[config.mk]
export PLATFORM = sky130hd
export DESIGN_NAME = telegram_byte_stuffing_framer
export DESIGN_NICKNAME = d
export VERILOG_FILES = /design/src/rtl/core/tbsf_pkg.sv /design/src/rtl/core/tbsf_front.sv /design/src/rtl/core/tbsf_queue.sv /design/src/rtl/core/tbsf_back.sv /design/src/rtl/core/telegram_byte_stuffing_framer.sv
export SDC_FILE = /design/constraint.sdc
export NUM_CORES = 1
export LEC_CHECK = 0
export ABC_AREA = 1
export BUFFER_PORTS_ARGS = -buffer_cell sky130_fd_sc_hd__buf_2
export CORE_MARGIN = 8
export CORE_UTILIZATION = 55
export DETAILED_ROUTE_END_ITERATION = 8
export HOLD_SLACK_MARGIN = 0.05
export PLACE_DENSITY_LB_ADDON = 0.12
export SETUP_SLACK_MARGIN = 0.02
export SKIP_LAST_GASP = 1
export SLEW_MARGIN = 20
export SYNTH_ARGS = -nofsm -noshare
export SYNTH_HDL_FRONTEND = slang
export SYNTH_SLANG_ARGS = --single-unit
[constraint.sdc]
create_clock -name clk_i -period 5.3 [get_ports clk_i]
set_clock_uncertainty 0.15 [all_clocks]
set_input_delay 1.06 -clock clk_i [delete_from_list [all_inputs] [get_ports clk_i]]
set_output_delay 1.06 -clock clk_i [all_outputs]
set_load 0.01 [all_outputs]
[src/rtl/core/tbsf_pkg.sv]
// Shared types and constants of the telegram byte-stuffing framer.
`timescale 1ns / 1ps
`default_nettype none
package tbsf_pkg;

  localparam logic [7:0] MARK_START = 8'hAA;
  localparam logic [7:0] MARK_END   = 8'hBB;
  localparam logic [7:0] MARK_ESC   = 8'hCC;

  localparam logic [7:0] TYPE_VALUE  = 8'h01;
  localparam logic [7:0] TYPE_STRING = 8'h02;

  localparam int unsigned SEQ_LEN = 11;
  localparam int unsigned CNT_W   = $clog2(SEQ_LEN + 1);

  typedef enum logic [1:0] {
    CMD_OPEN_VALUE  = 2'd0,
    CMD_OPEN_STRING = 2'd1,
    CMD_TEXT        = 2'd2,
    CMD_CLOSE       = 2'd3
  } cmd_e;

  typedef enum logic [1:0] {
    KIND_NONE   = 2'd0,
    KIND_VALUE  = 2'd1,
    KIND_STRING = 2'd2
  } kind_e;

  typedef enum logic [2:0] {
    OP_OPEN_VALUE   = 3'd0,
    OP_OPEN_STRING  = 3'd1,
    OP_TEXT         = 3'd2,
    OP_CLOSE_VALUE  = 3'd3,
    OP_CLOSE_STRING = 3'd4
  } job_op_e;

  typedef struct packed {
    job_op_e     op;
    logic [7:0]  text_byte;
    logic [1:0]  value_type;
    logic [31:0] value_word;
    logic [31:0] time_stamp;
  } job_t;

  typedef struct packed {
    logic       raw;
    logic [7:0] data;
  } seq_elem_t;

  function automatic logic needs_stuff(input logic [7:0] b);
    return (b == MARK_START) || (b == MARK_END) || (b == MARK_ESC);
  endfunction

endpackage
`default_nettype wire

[src/rtl/core/tbsf_front.sv]
// Front end: accepts command requests, tracks the open telegram, issues jobs.
`timescale 1ns / 1ps
`default_nettype none
module tbsf_front
  import tbsf_pkg::*;
(
  input  wire logic        clk_i,
  input  wire logic        rst_ni,
  input  wire logic        in_valid_i,
  output logic             in_stall_o,
  input  wire logic [1:0]  command_i,
  input  wire logic [7:0]  text_byte_i,
  input  wire logic [1:0]  value_type_i,
  input  wire logic [31:0] value_word_i,
  input  wire logic [31:0] time_stamp_i,
  input  wire logic        queue_full_i,
  output logic             push_o,
  output job_t             job_o
);

  kind_e open_kind_q, open_kind_d;
  logic  accept;
  logic  issue;

  assign in_stall_o = queue_full_i;
  assign accept     = in_valid_i && !queue_full_i;

  always_comb begin
    open_kind_d      = open_kind_q;
    issue            = 1'b1;
    job_o.op         = OP_TEXT;
    job_o.text_byte  = text_byte_i;
    job_o.value_type = value_type_i;
    job_o.value_word = value_word_i;
    job_o.time_stamp = time_stamp_i;
    unique case (cmd_e'(command_i))
      CMD_OPEN_VALUE: begin
        job_o.op    = OP_OPEN_VALUE;
        open_kind_d = KIND_VALUE;
      end
      CMD_OPEN_STRING: begin
        job_o.op    = OP_OPEN_STRING;
        open_kind_d = KIND_STRING;
      end
      CMD_TEXT: begin
        job_o.op = OP_TEXT;
        issue    = (open_kind_q != KIND_NONE);
      end
      CMD_CLOSE: begin
        open_kind_d = KIND_NONE;
        if (open_kind_q == KIND_VALUE) begin
          job_o.op = OP_CLOSE_VALUE;
        end else if (open_kind_q == KIND_STRING) begin
          job_o.op = OP_CLOSE_STRING;
        end else begin
          issue = 1'b0;
        end
      end
      default: begin
        issue = 1'b0;
      end
    endcase
  end

  assign push_o = accept && issue;

  always_ff @(posedge clk_i or negedge rst_ni) begin
    if (!rst_ni) begin
      open_kind_q <= KIND_NONE;
    end else if (accept) begin
      open_kind_q <= open_kind_d;
    end
  end

endmodule
`default_nettype wire

[src/rtl/core/tbsf_queue.sv]
// Short job queue between the front end and the byte sequencer.
`timescale 1ns / 1ps
`default_nettype none
module tbsf_queue
  import tbsf_pkg::*;
#(
  parameter int unsigned DEPTH = 2
) (
  input  wire logic clk_i,
  input  wire logic rst_ni,
  input  wire logic push_i,
  input  wire job_t push_job_i,
  output logic      full_o,
  input  wire logic pop_i,
  output logic      head_valid_o,
  output job_t      head_job_o
);

  localparam int unsigned PTR_W = (DEPTH > 1) ? $clog2(DEPTH) : 1;
  localparam int unsigned CNT_QW = $clog2(DEPTH + 1);
  localparam logic [PTR_W-1:0] LAST_PTR = PTR_W'(DEPTH - 1);
  localparam logic [CNT_QW-1:0] FULL_CNT = CNT_QW'(DEPTH);

  job_t              slots_q [DEPTH];
  logic [PTR_W-1:0]  wr_ptr_q, rd_ptr_q;
  logic [CNT_QW-1:0] count_q;
  logic              do_push, do_pop;

  assign full_o       = (count_q == FULL_CNT);
  assign head_valid_o = (count_q != '0);
  assign head_job_o   = slots_q[rd_ptr_q];
  assign do_push      = push_i && !full_o;
  assign do_pop       = pop_i && head_valid_o;

  always_ff @(posedge clk_i) begin
    if (do_push) begin
      slots_q[wr_ptr_q] <= push_job_i;
    end
  end

  always_ff @(posedge clk_i or negedge rst_ni) begin
    if (!rst_ni) begin
      wr_ptr_q <= '0;
      rd_ptr_q <= '0;
      count_q  <= '0;
    end else begin
      if (do_push) begin
        wr_ptr_q <= (wr_ptr_q == LAST_PTR) ? '0 : wr_ptr_q + 1'b1;
      end
      if (do_pop) begin
        rd_ptr_q <= (rd_ptr_q == LAST_PTR) ? '0 : rd_ptr_q + 1'b1;
      end
      if (do_push && !do_pop) begin
        count_q <= count_q + 1'b1;
      end else if (do_pop && !do_push) begin
        count_q <= count_q - 1'b1;
      end
    end
  end

endmodule
`default_nettype wire

[src/rtl/core/tbsf_back.sv]
// Back end: expands a job into wire bytes, stuffs content, drives the output register.
`timescale 1ns / 1ps
`default_nettype none
module tbsf_back
  import tbsf_pkg::*;
(
  input  wire logic       clk_i,
  input  wire logic       rst_ni,
  input  wire logic       head_valid_i,
  input  wire job_t       head_job_i,
  output logic            pop_o,
  output logic            out_valid_o,
  input  wire logic       out_stall_i,
  output logic [7:0]      out_byte_o,
  output logic            last_of_run_o
);

  seq_elem_t        seq_q [SEQ_LEN];
  seq_elem_t        seq_d [SEQ_LEN];
  seq_elem_t        build [SEQ_LEN];
  seq_elem_t        cur   [SEQ_LEN];
  logic [CNT_W-1:0] cnt_q, cnt_d, build_cnt, cur_cnt;
  logic             esc_pend_q, esc_pend_d;
  logic [7:0]       esc_byte_q, esc_byte_d;
  logic             out_valid_q, out_valid_d;
  logic [7:0]       out_byte_q, out_byte_d;
  logic             out_last_q, out_last_d;
  logic             out_ready;
  logic             busy;
  logic [7:0]       type_id;

  assign out_ready = !out_valid_q || !out_stall_i;
  assign busy      = (cnt_q != '0);
  assign type_id   = {6'd0, head_job_i.value_type} + 8'd1;

  always_comb begin
    for (int i = 0; i < SEQ_LEN; i++) begin
      build[i] = '{raw: 1'b0, data: 8'h00};
    end
    build_cnt = '0;
    unique case (head_job_i.op)
      OP_OPEN_VALUE: begin
        build[0]  = '{raw: 1'b1, data: MARK_START};
        build[1]  = '{raw: 1'b0, data: TYPE_VALUE};
        build_cnt = CNT_W'(2);
      end
      OP_OPEN_STRING: begin
        build[0]  = '{raw: 1'b1, data: MARK_START};
        build[1]  = '{raw: 1'b0, data: TYPE_STRING};
        build_cnt = CNT_W'(2);
      end
      OP_TEXT: begin
        build[0]  = '{raw: 1'b0, data: head_job_i.text_byte};
        build_cnt = CNT_W'(1);
      end
      OP_CLOSE_STRING: begin
        build[0]  = '{raw: 1'b0, data: 8'h00};
        build[1]  = '{raw: 1'b1, data: MARK_END};
        build_cnt = CNT_W'(2);
      end
      OP_CLOSE_VALUE: begin
        build[0] = '{raw: 1'b0, data: 8'h00};
        build[1] = '{raw: 1'b0, data: type_id};
        if (!head_job_i.value_type[1]) begin
          build[2] = '{raw: 1'b0, data: head_job_i.value_word[7:0]};
          for (int i = 0; i < 4; i++) begin
            build[3 + i] = '{raw: 1'b0, data: head_job_i.time_stamp[8*i +: 8]};
          end
          build[7]  = '{raw: 1'b1, data: MARK_END};
          build_cnt = CNT_W'(8);
        end else begin
          for (int i = 0; i < 4; i++) begin
            build[2 + i] = '{raw: 1'b0, data: head_job_i.value_word[8*i +: 8]};
            build[6 + i] = '{raw: 1'b0, data: head_job_i.time_stamp[8*i +: 8]};
          end
          build[10] = '{raw: 1'b1, data: MARK_END};
          build_cnt = CNT_W'(11);
        end
      end
      default: begin
        build_cnt = '0;
      end
    endcase
  end

  always_comb begin
    for (int i = 0; i < SEQ_LEN; i++) begin
      cur[i] = busy ? seq_q[i] : build[i];
    end
    if (busy) begin
      cur_cnt = cnt_q;
    end else if (head_valid_i && !esc_pend_q) begin
      cur_cnt = build_cnt;
    end else begin
      cur_cnt = '0;
    end
  end

  assign pop_o = out_ready && !esc_pend_q && !busy && head_valid_i;

  always_comb begin
    for (int i = 0; i < SEQ_LEN; i++) begin
      seq_d[i] = seq_q[i];
    end
    cnt_d       = cnt_q;
    esc_pend_d  = esc_pend_q;
    esc_byte_d  = esc_byte_q;
    out_valid_d = out_valid_q;
    out_byte_d  = out_byte_q;
    out_last_d  = out_last_q;
    if (out_ready) begin
      out_valid_d = 1'b0;
      if (esc_pend_q) begin
        out_valid_d = 1'b1;
        out_byte_d  = esc_byte_q;
        out_last_d  = (cnt_q == '0);
        esc_pend_d  = 1'b0;
      end else if (cur_cnt != '0) begin
        out_valid_d = 1'b1;
        if (!cur[0].raw && needs_stuff(cur[0].data)) begin
          out_byte_d = MARK_ESC;
          out_last_d = 1'b0;
          esc_pend_d = 1'b1;
          esc_byte_d = cur[0].data - 8'd1;
        end else begin
          out_byte_d = cur[0].data;
          out_last_d = (cur_cnt == CNT_W'(1));
        end
        for (int i = 0; i < SEQ_LEN - 1; i++) begin
          seq_d[i] = cur[i + 1];
        end
        seq_d[SEQ_LEN - 1] = cur[SEQ_LEN - 1];
        cnt_d = cur_cnt - 1'b1;
      end
    end
  end

  always_ff @(posedge clk_i) begin
    for (int i = 0; i < SEQ_LEN; i++) begin
      seq_q[i] <= seq_d[i];
    end
    esc_byte_q <= esc_byte_d;
    out_byte_q <= out_byte_d;
    out_last_q <= out_last_d;
  end

  always_ff @(posedge clk_i or negedge rst_ni) begin
    if (!rst_ni) begin
      cnt_q       <= '0;
      esc_pend_q  <= 1'b0;
      out_valid_q <= 1'b0;
    end else begin
      cnt_q       <= cnt_d;
      esc_pend_q  <= esc_pend_d;
      out_valid_q <= out_valid_d;
    end
  end

  assign out_valid_o   = out_valid_q;
  assign out_byte_o    = out_byte_q;
  assign last_of_run_o = out_last_q;

endmodule
`default_nettype wire

[src/rtl/core/telegram_byte_stuffing_framer.sv]
// Top level of the telegram byte-stuffing framer.
//
// Input channel: one command request per accepted item (open value, open
// string, text byte, close) with its text, value and timestamp fields.
// Output channel: one wire byte per accepted item on the output side, with
// last_of_run_o set on the final byte that an input request causes.
// A request is held in a queue slot and its first byte is then registered
// into the output register when the queue and output are idle.
// Throughput: one wire byte per cycle while the receiver does not stall, set
// by the output register; a request produces 1 to 19 bytes (a value close
// with every value and timestamp byte stuffed). Requests that cause no
// byte (text or close with no telegram open) are accepted but push no job.
// in_stall_o rises while the job queue (QUEUE_DEPTH entries) is full.
// Reset: no telegram open, queue empty, no byte shown.
// Receiver stall: the shown byte holds; the sequencer waits; the queue
// fills and then stalls the input side.
`timescale 1ns / 1ps
`default_nettype none
module telegram_byte_stuffing_framer
  import tbsf_pkg::*;
#(
  parameter int unsigned QUEUE_DEPTH = 2
) (
  input  wire logic        clk_i,
  input  wire logic        rst_ni,
  input  wire logic        in_valid_i,
  output logic             in_stall_o,
  input  wire logic [1:0]  command_i,
  input  wire logic [7:0]  text_byte_i,
  input  wire logic [1:0]  value_type_i,
  input  wire logic [31:0] value_word_i,
  input  wire logic [31:0] time_stamp_i,
  output logic             out_valid_o,
  input  wire logic        out_stall_i,
  output logic [7:0]       out_byte_o,
  output logic             last_of_run_o
);

  logic queue_full;
  logic push;
  job_t push_job;
  logic pop;
  logic head_valid;
  job_t head_job;

  tbsf_front u_front (
    .clk_i        (clk_i),
    .rst_ni       (rst_ni),
    .in_valid_i   (in_valid_i),
    .in_stall_o   (in_stall_o),
    .command_i    (command_i),
    .text_byte_i  (text_byte_i),
    .value_type_i (value_type_i),
    .value_word_i (value_word_i),
    .time_stamp_i (time_stamp_i),
    .queue_full_i (queue_full),
    .push_o       (push),
    .job_o        (push_job)
  );

  tbsf_queue #(
    .DEPTH (QUEUE_DEPTH)
  ) u_queue (
    .clk_i        (clk_i),
    .rst_ni       (rst_ni),
    .push_i       (push),
    .push_job_i   (push_job),
    .full_o       (queue_full),
    .pop_i        (pop),
    .head_valid_o (head_valid),
    .head_job_o   (head_job)
  );

  tbsf_back u_back (
    .clk_i         (clk_i),
    .rst_ni        (rst_ni),
    .head_valid_i  (head_valid),
    .head_job_i    (head_job),
    .pop_o         (pop),
    .out_valid_o   (out_valid_o),
    .out_stall_i   (out_stall_i),
    .out_byte_o    (out_byte_o),
    .last_of_run_o (last_of_run_o)
  );

endmodule
`default_nettype wire

**Yosys cells after proc, flatten, opt, wreduce, memory -nomap -nowiden**

Memory sizes are Yosys's and may differ from the RTL's.
Index checks and enable logic that the tools add are counted.

- $add $sub $neg: 7
- Equality and inequality tests: 14
- Muxes and demuxes: 47
- Bitwise operators: 1
- Reduce and logical (&&, ||, !) cells: 38

Operators with widths:

| kind | count |
|---|---|
| 99-bit two-way mux | 3 |
| 9-bit two-way mux | 11 |
| 80-bit two-way mux | 1 |
| 44-bit two-way mux | 1 |
| 9-bit case mux with 4 select lines | 1 |
| 26-bit two-way mux | 1 |
| 8-bit equality test (second input constant) | 3 |
| 8-bit two-way mux | 3 |
| 9-bit case mux with 2 select lines | 1 |
| 1-bit two-way mux | 14 |
| 3-bit case mux with 4 select lines | 1 |
| 4-bit case mux with 3 select lines | 1 |
| 1-bit logical AND | 11 |
| 2-bit equality test (second input constant) | 4 |
| 1-bit zero test | 8 |
| 4-bit two-way mux | 2 |
| 2-bit nonzero test | 4 |
| 4-bit nonzero test | 2 |
| 8-bit by 1-bit subtractor with 8-bit output (second input constant) | 1 |
| 3-bit by 2-bit equality test with 1-bit output (second input constant) | 2 |
| 2-bit two-way mux | 3 |
| 3-bit two-way mux | 2 |
| 2-bit case mux with 3 select lines | 1 |
| 2-bit by 1-bit equality test with 1-bit output (second input constant) | 2 |
| other kinds (20) | 24 |

- Register bits after elaboration: 29
- Memory bits (writable): 253
- Bits of input ports: 80
- Logic and storage cells: 119
- Memories kept: 2

Memories:

| memory | depth | bits a word | rd ports | clocked after memory_dff | write ports | RTL line | text |
|---|---|---|---|---|---|---|---|
| u_queue.slots_q | 2 | 77 | 1 | 0 | 1 | tbsf_queue.sv:24 | `job_t slots_q [DEPTH];` |
| u_back.seq_q | 11 | 9 | 11 | 0 | 11 | tbsf_back.sv:18 | `seq_elem_t seq_q [SEQ_LEN];` |

**Logic depth before layout (Yosys ltp)**

An unclocked memory read counts as a cell.

- Depth after elaboration: 12
- Gate-level depth with buffers: 19

**Modules after synthesis**

From an unflattened synthesis, not the netlist that was laid out.

- Cell total of the unflattened synthesis: 1,069
- Area, all modules: 11,912.7 um2

By module, submodules not included:

| module | times used | cells an instance | area an instance (um2) | sequential area each (um2) |
|---|---|---|---|---|
| tbsf_queue | 1 | 434 | 5,828.1 | 4,724.5 |
| tbsf_back | 1 | 530 | 5,313.8 | 3,123.0 |
| tbsf_front | 1 | 105 | 770.7 | 50.0 |

**Worst setup path after synthesis**

OpenSTA, ideal clock, no wires.

- Path type: input-to-reg
- Start point: input command_i[1]
- End point: memory u_queue.slots_q[0][0] (netlist bit) (enable)
- Setup time: 0.514 ns
- Data arrival time: 4.769 ns
- Required time: 4.636 ns
- Setup slack: -0.132 ns
- Cell stages on the path: 6
- Path buffers: 0
- Cells stage by stage: inv_1 -> nor2_1 -> a21oi_1 -> o21a_1 -> inv_1 -> nor2_1

- Longest elaborated chain between the ends: 6
- Elaborated cells on any way between the ends: 7
- Those cells by class: eq/ne: 2; mux: 3; reduce/logical: 2

RTL lines:

| what | RTL line | text |
|---|---|---|
| start: declaration | telegram_byte_stuffing_framer.sv:28 | `input wire logic [1:0] command_i,` |
| 2-bit equality test | tbsf_front.sv:36 | `unique case (cmd_e'(command_i))` |
| 1-bit case mux with 2 select lines * | tbsf_front.sv:36 |  |
| 1-bit logical AND * | tbsf_front.sv:65 | `assign push_o = accept && issue;` |
| 1-bit logical AND * | tbsf_queue.sv:32 | `assign do_push = push_i && !full_o;` |
| named net u_queue.do_push | tbsf_queue.sv:27 | `logic do_push, do_pop;` |
| 1-bit two-way mux * | tbsf_queue.sv:36 | `if (do_push) begin` |
| 1-bit two-way mux (not written as such) * | tbsf_queue.sv:37 | `slots_q[wr_ptr_q] <= push_job_i;` |
| end: declaration | tbsf_queue.sv:24 |  |

The timed path passes the listed nets; every way through them passes the cells marked *.

==> impl_results.md <==
* Req. time, crit path at 5300 ps
* Cts hold-fix bufs at 0
* Vias in the first global route at 6444
* Storage element area at 7901 um2
* Cell-internal power at between 5 and 6 mW
* Rows at 51
* Reg2reg end: u_back.seq_q[4][2]$_DFFE_PP_
* Vias per cell at roughly 5.4
* Total track usage at 0.1734
* Tmin final at 4215 ps
* Register area share after synthesis at 0.7283
* Number of port buffers at 90
* Die width at 156.4 um
* RSZ-0062 raised after global routing: false
* CORE AREA at 19400 um2
* Yosys Warn Count at 0
* CP most frequent cell: nand2_1
* Final worst-path cycle share at 0.7952
* Flop pwr share at 0.476
* Clock slew at reported path FFs at roughly 60 ps
* N_diodes at 0
* Dpl ws at around 1100 ps
* P per Cell Area at around 610 nW/um2
* Filler Cell Count at about 1500
* Post-route insts no fill at about 1100
* Via count at 6202
* Slew Limit Fails at 0
* Die height at 156.4 um
* DRC errors left at 0
* Worst vdd ir at a little over 0.0003 V
* Commonest non-fill, non-tap cells in the layout: 253 x edfxtp_1, 147 x nand2_1, 90 x buf_2
* Reg2Reg Setup Slack at 1090 ps
* Synth async-reset ratio at 0.04528
* CTS Sinks at between 200 and 300
* Dpl hpwl at approximately 14000 um
* Area leader, netlist: edfxtp_1
* Slew at the pin closest to its max-slew limit at 1047 ps
* Crit path kind: flip-flop to flip-flop
* CTS tree: yes
* Max Freq at 0.2373 GHz
* Worst Reg-to-Reg Cells at 13
* Placed cell count at 1092
* Slack of the critical path at 1085 ps
* Worst r2r src: u_queue.rd_ptr_q$_DFFE_PN0P_
* Largest net degree at the start of global routing at 82
* H-tree Lvls at 1
* Critical path cell sequence: inv_6, nand2_1, nand2_4, nand2_1, nor2_2, nand2_1, nand2_1, a21oi_1, ha_1, nand3_1, nand2_2, inv_2, buf_4
* GPL Wtd Cong at 0.8115
* Avg Synthesized Cell Area at approximately 14 um2
* Post-route ant nets at 0
* Slowest Stage Delay on Critical Path at 780 ps
* Clock group share of total power at 0.235
* Rel. slew slack at 0.3018
* Top-area cell type share of the netlist area at 0.7006
* Final Setup Violations at 0
* Synth top area cells: edfxtp_1 70%, mux2i_1 5.2%, nand2_1 5.1%
* Nets at 947
* Min Hold Slack at 256.6 ps
* Critical Path Source Type: flip-flop
* Yosys reg bits at 265
* Worst hold path class: input port to asynchronous set/reset pin
* Gate power share at 0.289
* Area Growth Syn to Fin at 14.01%
* Initial drt markers at approximately 520
* Post-route cell area at 12360 um2
* Switching Power at between 2 and 2.5 mW
* Total setup buffers inserted after CTS at 0
* Syn Nets at 854
* Post-Syn Area at ~11000 um2
* First-pass DRT Iterations at 5
* Number of synthesized flops with an enable pin at ~250
* Pleak at 4.854 nW
* Routed length per instance at around 19 um
* Final WL at 21170 um
* Max Cap Viol at 0
* Nature of the critical path endpoint: flip-flop
* Syn Inst Count at 763
* Initial antenna violation count at 0
* Multi-input logic area at 2611 um2
* Clock latency on the worst-skew pair at between 500 and 600 ps
* Switch share at 0.3304
* CTS root buf: clkbuf_16
* Io pins at 91
* PostCTS Resize Cnt at 0
* DP Area at 11520 um2
* First-pass GRT wire length at 33440 um
* Most common cell after layout, fill and taps aside: edfxtp_1
* Final hold vios at 0
* Crit Path Max Fanout at 81
* Status: finished clean
* CP arrival at 4210 ps
* DIE AREA at between 20000 and 25000 um2
* Synth cell types at 45
* Initial Util at 0.5590
* Gr ovfl total at 0
* Ys flop type: edfxtp_1
* Clock buffer depth at 3
* Layout cells sized above 1 at 0.2087
* Crit-path slowest cell: buf_4
* CTS Buf Count at 27
cell families after synthesis:
kind of cell	share of synthesized area
AOI/OAI and AO/OA	0.07096
xor gates and xnor gates	0.008884
adders and majority gates	0.01269
buffers and inverters	0.03231
DFF	0.7283
muxes	0.05169
and+or+nand+nor	0.09519
sequential cells by signal (all words and copies together) (netlist names):
register	flops
u_back.esc_byte_q	8
u_back.seq_q	82
u_back.cnt_q	4
u_queue.slots_q	154
u_front.open_kind_q	2
u_queue.wr_ptr_q	1
u_queue.count_q	2
u_queue.rd_ptr_q	1
u_back.out_valid_o	1
u_back.out_byte_o	8
u_back.esc_pend_q	1
u_back.last_of_run_o	1
power groups by stage:
| stage | Sequential (mW) | Clock [mW] | Combinational [mW] |
|---|---|---|---|
| floorplan | 3.54 | 0 | 1.69 |
| global placement | 3.62 | 0 | 2.14 |
| detailed placement | 3.64 | 0 | 2.19 |
| CTS | 3.61 | 1.82 | 2.21 |
| global route | 3.66 | 1.90 | 2.44 |
| finish | 3.60 | 1.78 | 2.18 |
Yosys cell counts (2+ instances only):
master and number:
nand2_2 9, nand3_2 2, a31oi_1 4, a21oi_1 13
a22o_1 6, o41ai_1 8, a21oi_2 3, buf_2 18
o21a_1 2, dfrtp_1 12, nand3_1 5, nand2_1 147
inv_1 38, inv_2 5, nor2_1 56, or2_2 3
nand2_4 5, edfxtp_1 253, o21ai_2 5, buf_1 4
o21ai_1 3, xor2_1 7, o21ai_0 25, xnor2_1 4
mux2i_1 56, buf_4 3, o221ai_1 32, ha_1 11
nor2_2 3, clkbuf_1 6
worst max-delay path: cells and delay by family, from the launching register on:
kind,cells,cell delay (ps)
DFF,1,730
AOI/OAI and AO/OA,1,90
adders and majority gates,1,220
buffers and inverters,3,1170
and+or+nand+nor,8,1370
final cells by class:
cell class	instances	share of cell area
well taps	265	0.02682
clock buffers	30	0.05556
clock inverters	20	0.01225
inverters	45	0.01407
repair buffers	97	0.04099
multi-input cells	420	0.2112
flip-flops and latches	265	0.6391
how the worst max path moves through the flow:
stage,startpoint,to
after floorplan,command_i[1],u_queue.slots_q[0][0]$_DFFE_PP_
final,u_queue.rd_ptr_q$_DFFE_PN0P_,u_back.seq_q[4][2]$_DFFE_PP_
after global routing,u_queue.rd_ptr_q$_DFFE_PN0P_,u_back.seq_q[7][2]$_DFFE_PP_
after global placement,u_queue.rd_ptr_q$_DFFE_PN0P_,u_back.seq_q[8][6]$_SDFFCE_PP0P_
after detailed placement,u_queue.rd_ptr_q$_DFFE_PN0P_,u_back.seq_q[4][2]$_DFFE_PP_
after CTS,u_queue.rd_ptr_q$_DFFE_PN0P_,u_back.seq_q[6][6]$_DFFE_PP_
metal layers:
metal  vias to the layer above  track usage  wire, um
met1                      3026       0.2065      8344
met4                         0      0.05263       475
li1                       2979            -         -
met2                       160       0.3154     11320
met3                        37      0.02923      1031
met5                         -            0         0
metrics by stage:
stage	util	total power, mW	setup TNS (ps)
final	0.6373	7.560	0
after global routing	0.6373	8.002	0
after CTS	0.6371	7.630	0
after detailed placement	0.5939	5.838	0
after global placement	0.5939	5.756	0
after floorplan	-	5.229	-20390
Power figures use the tool's default switching activity.
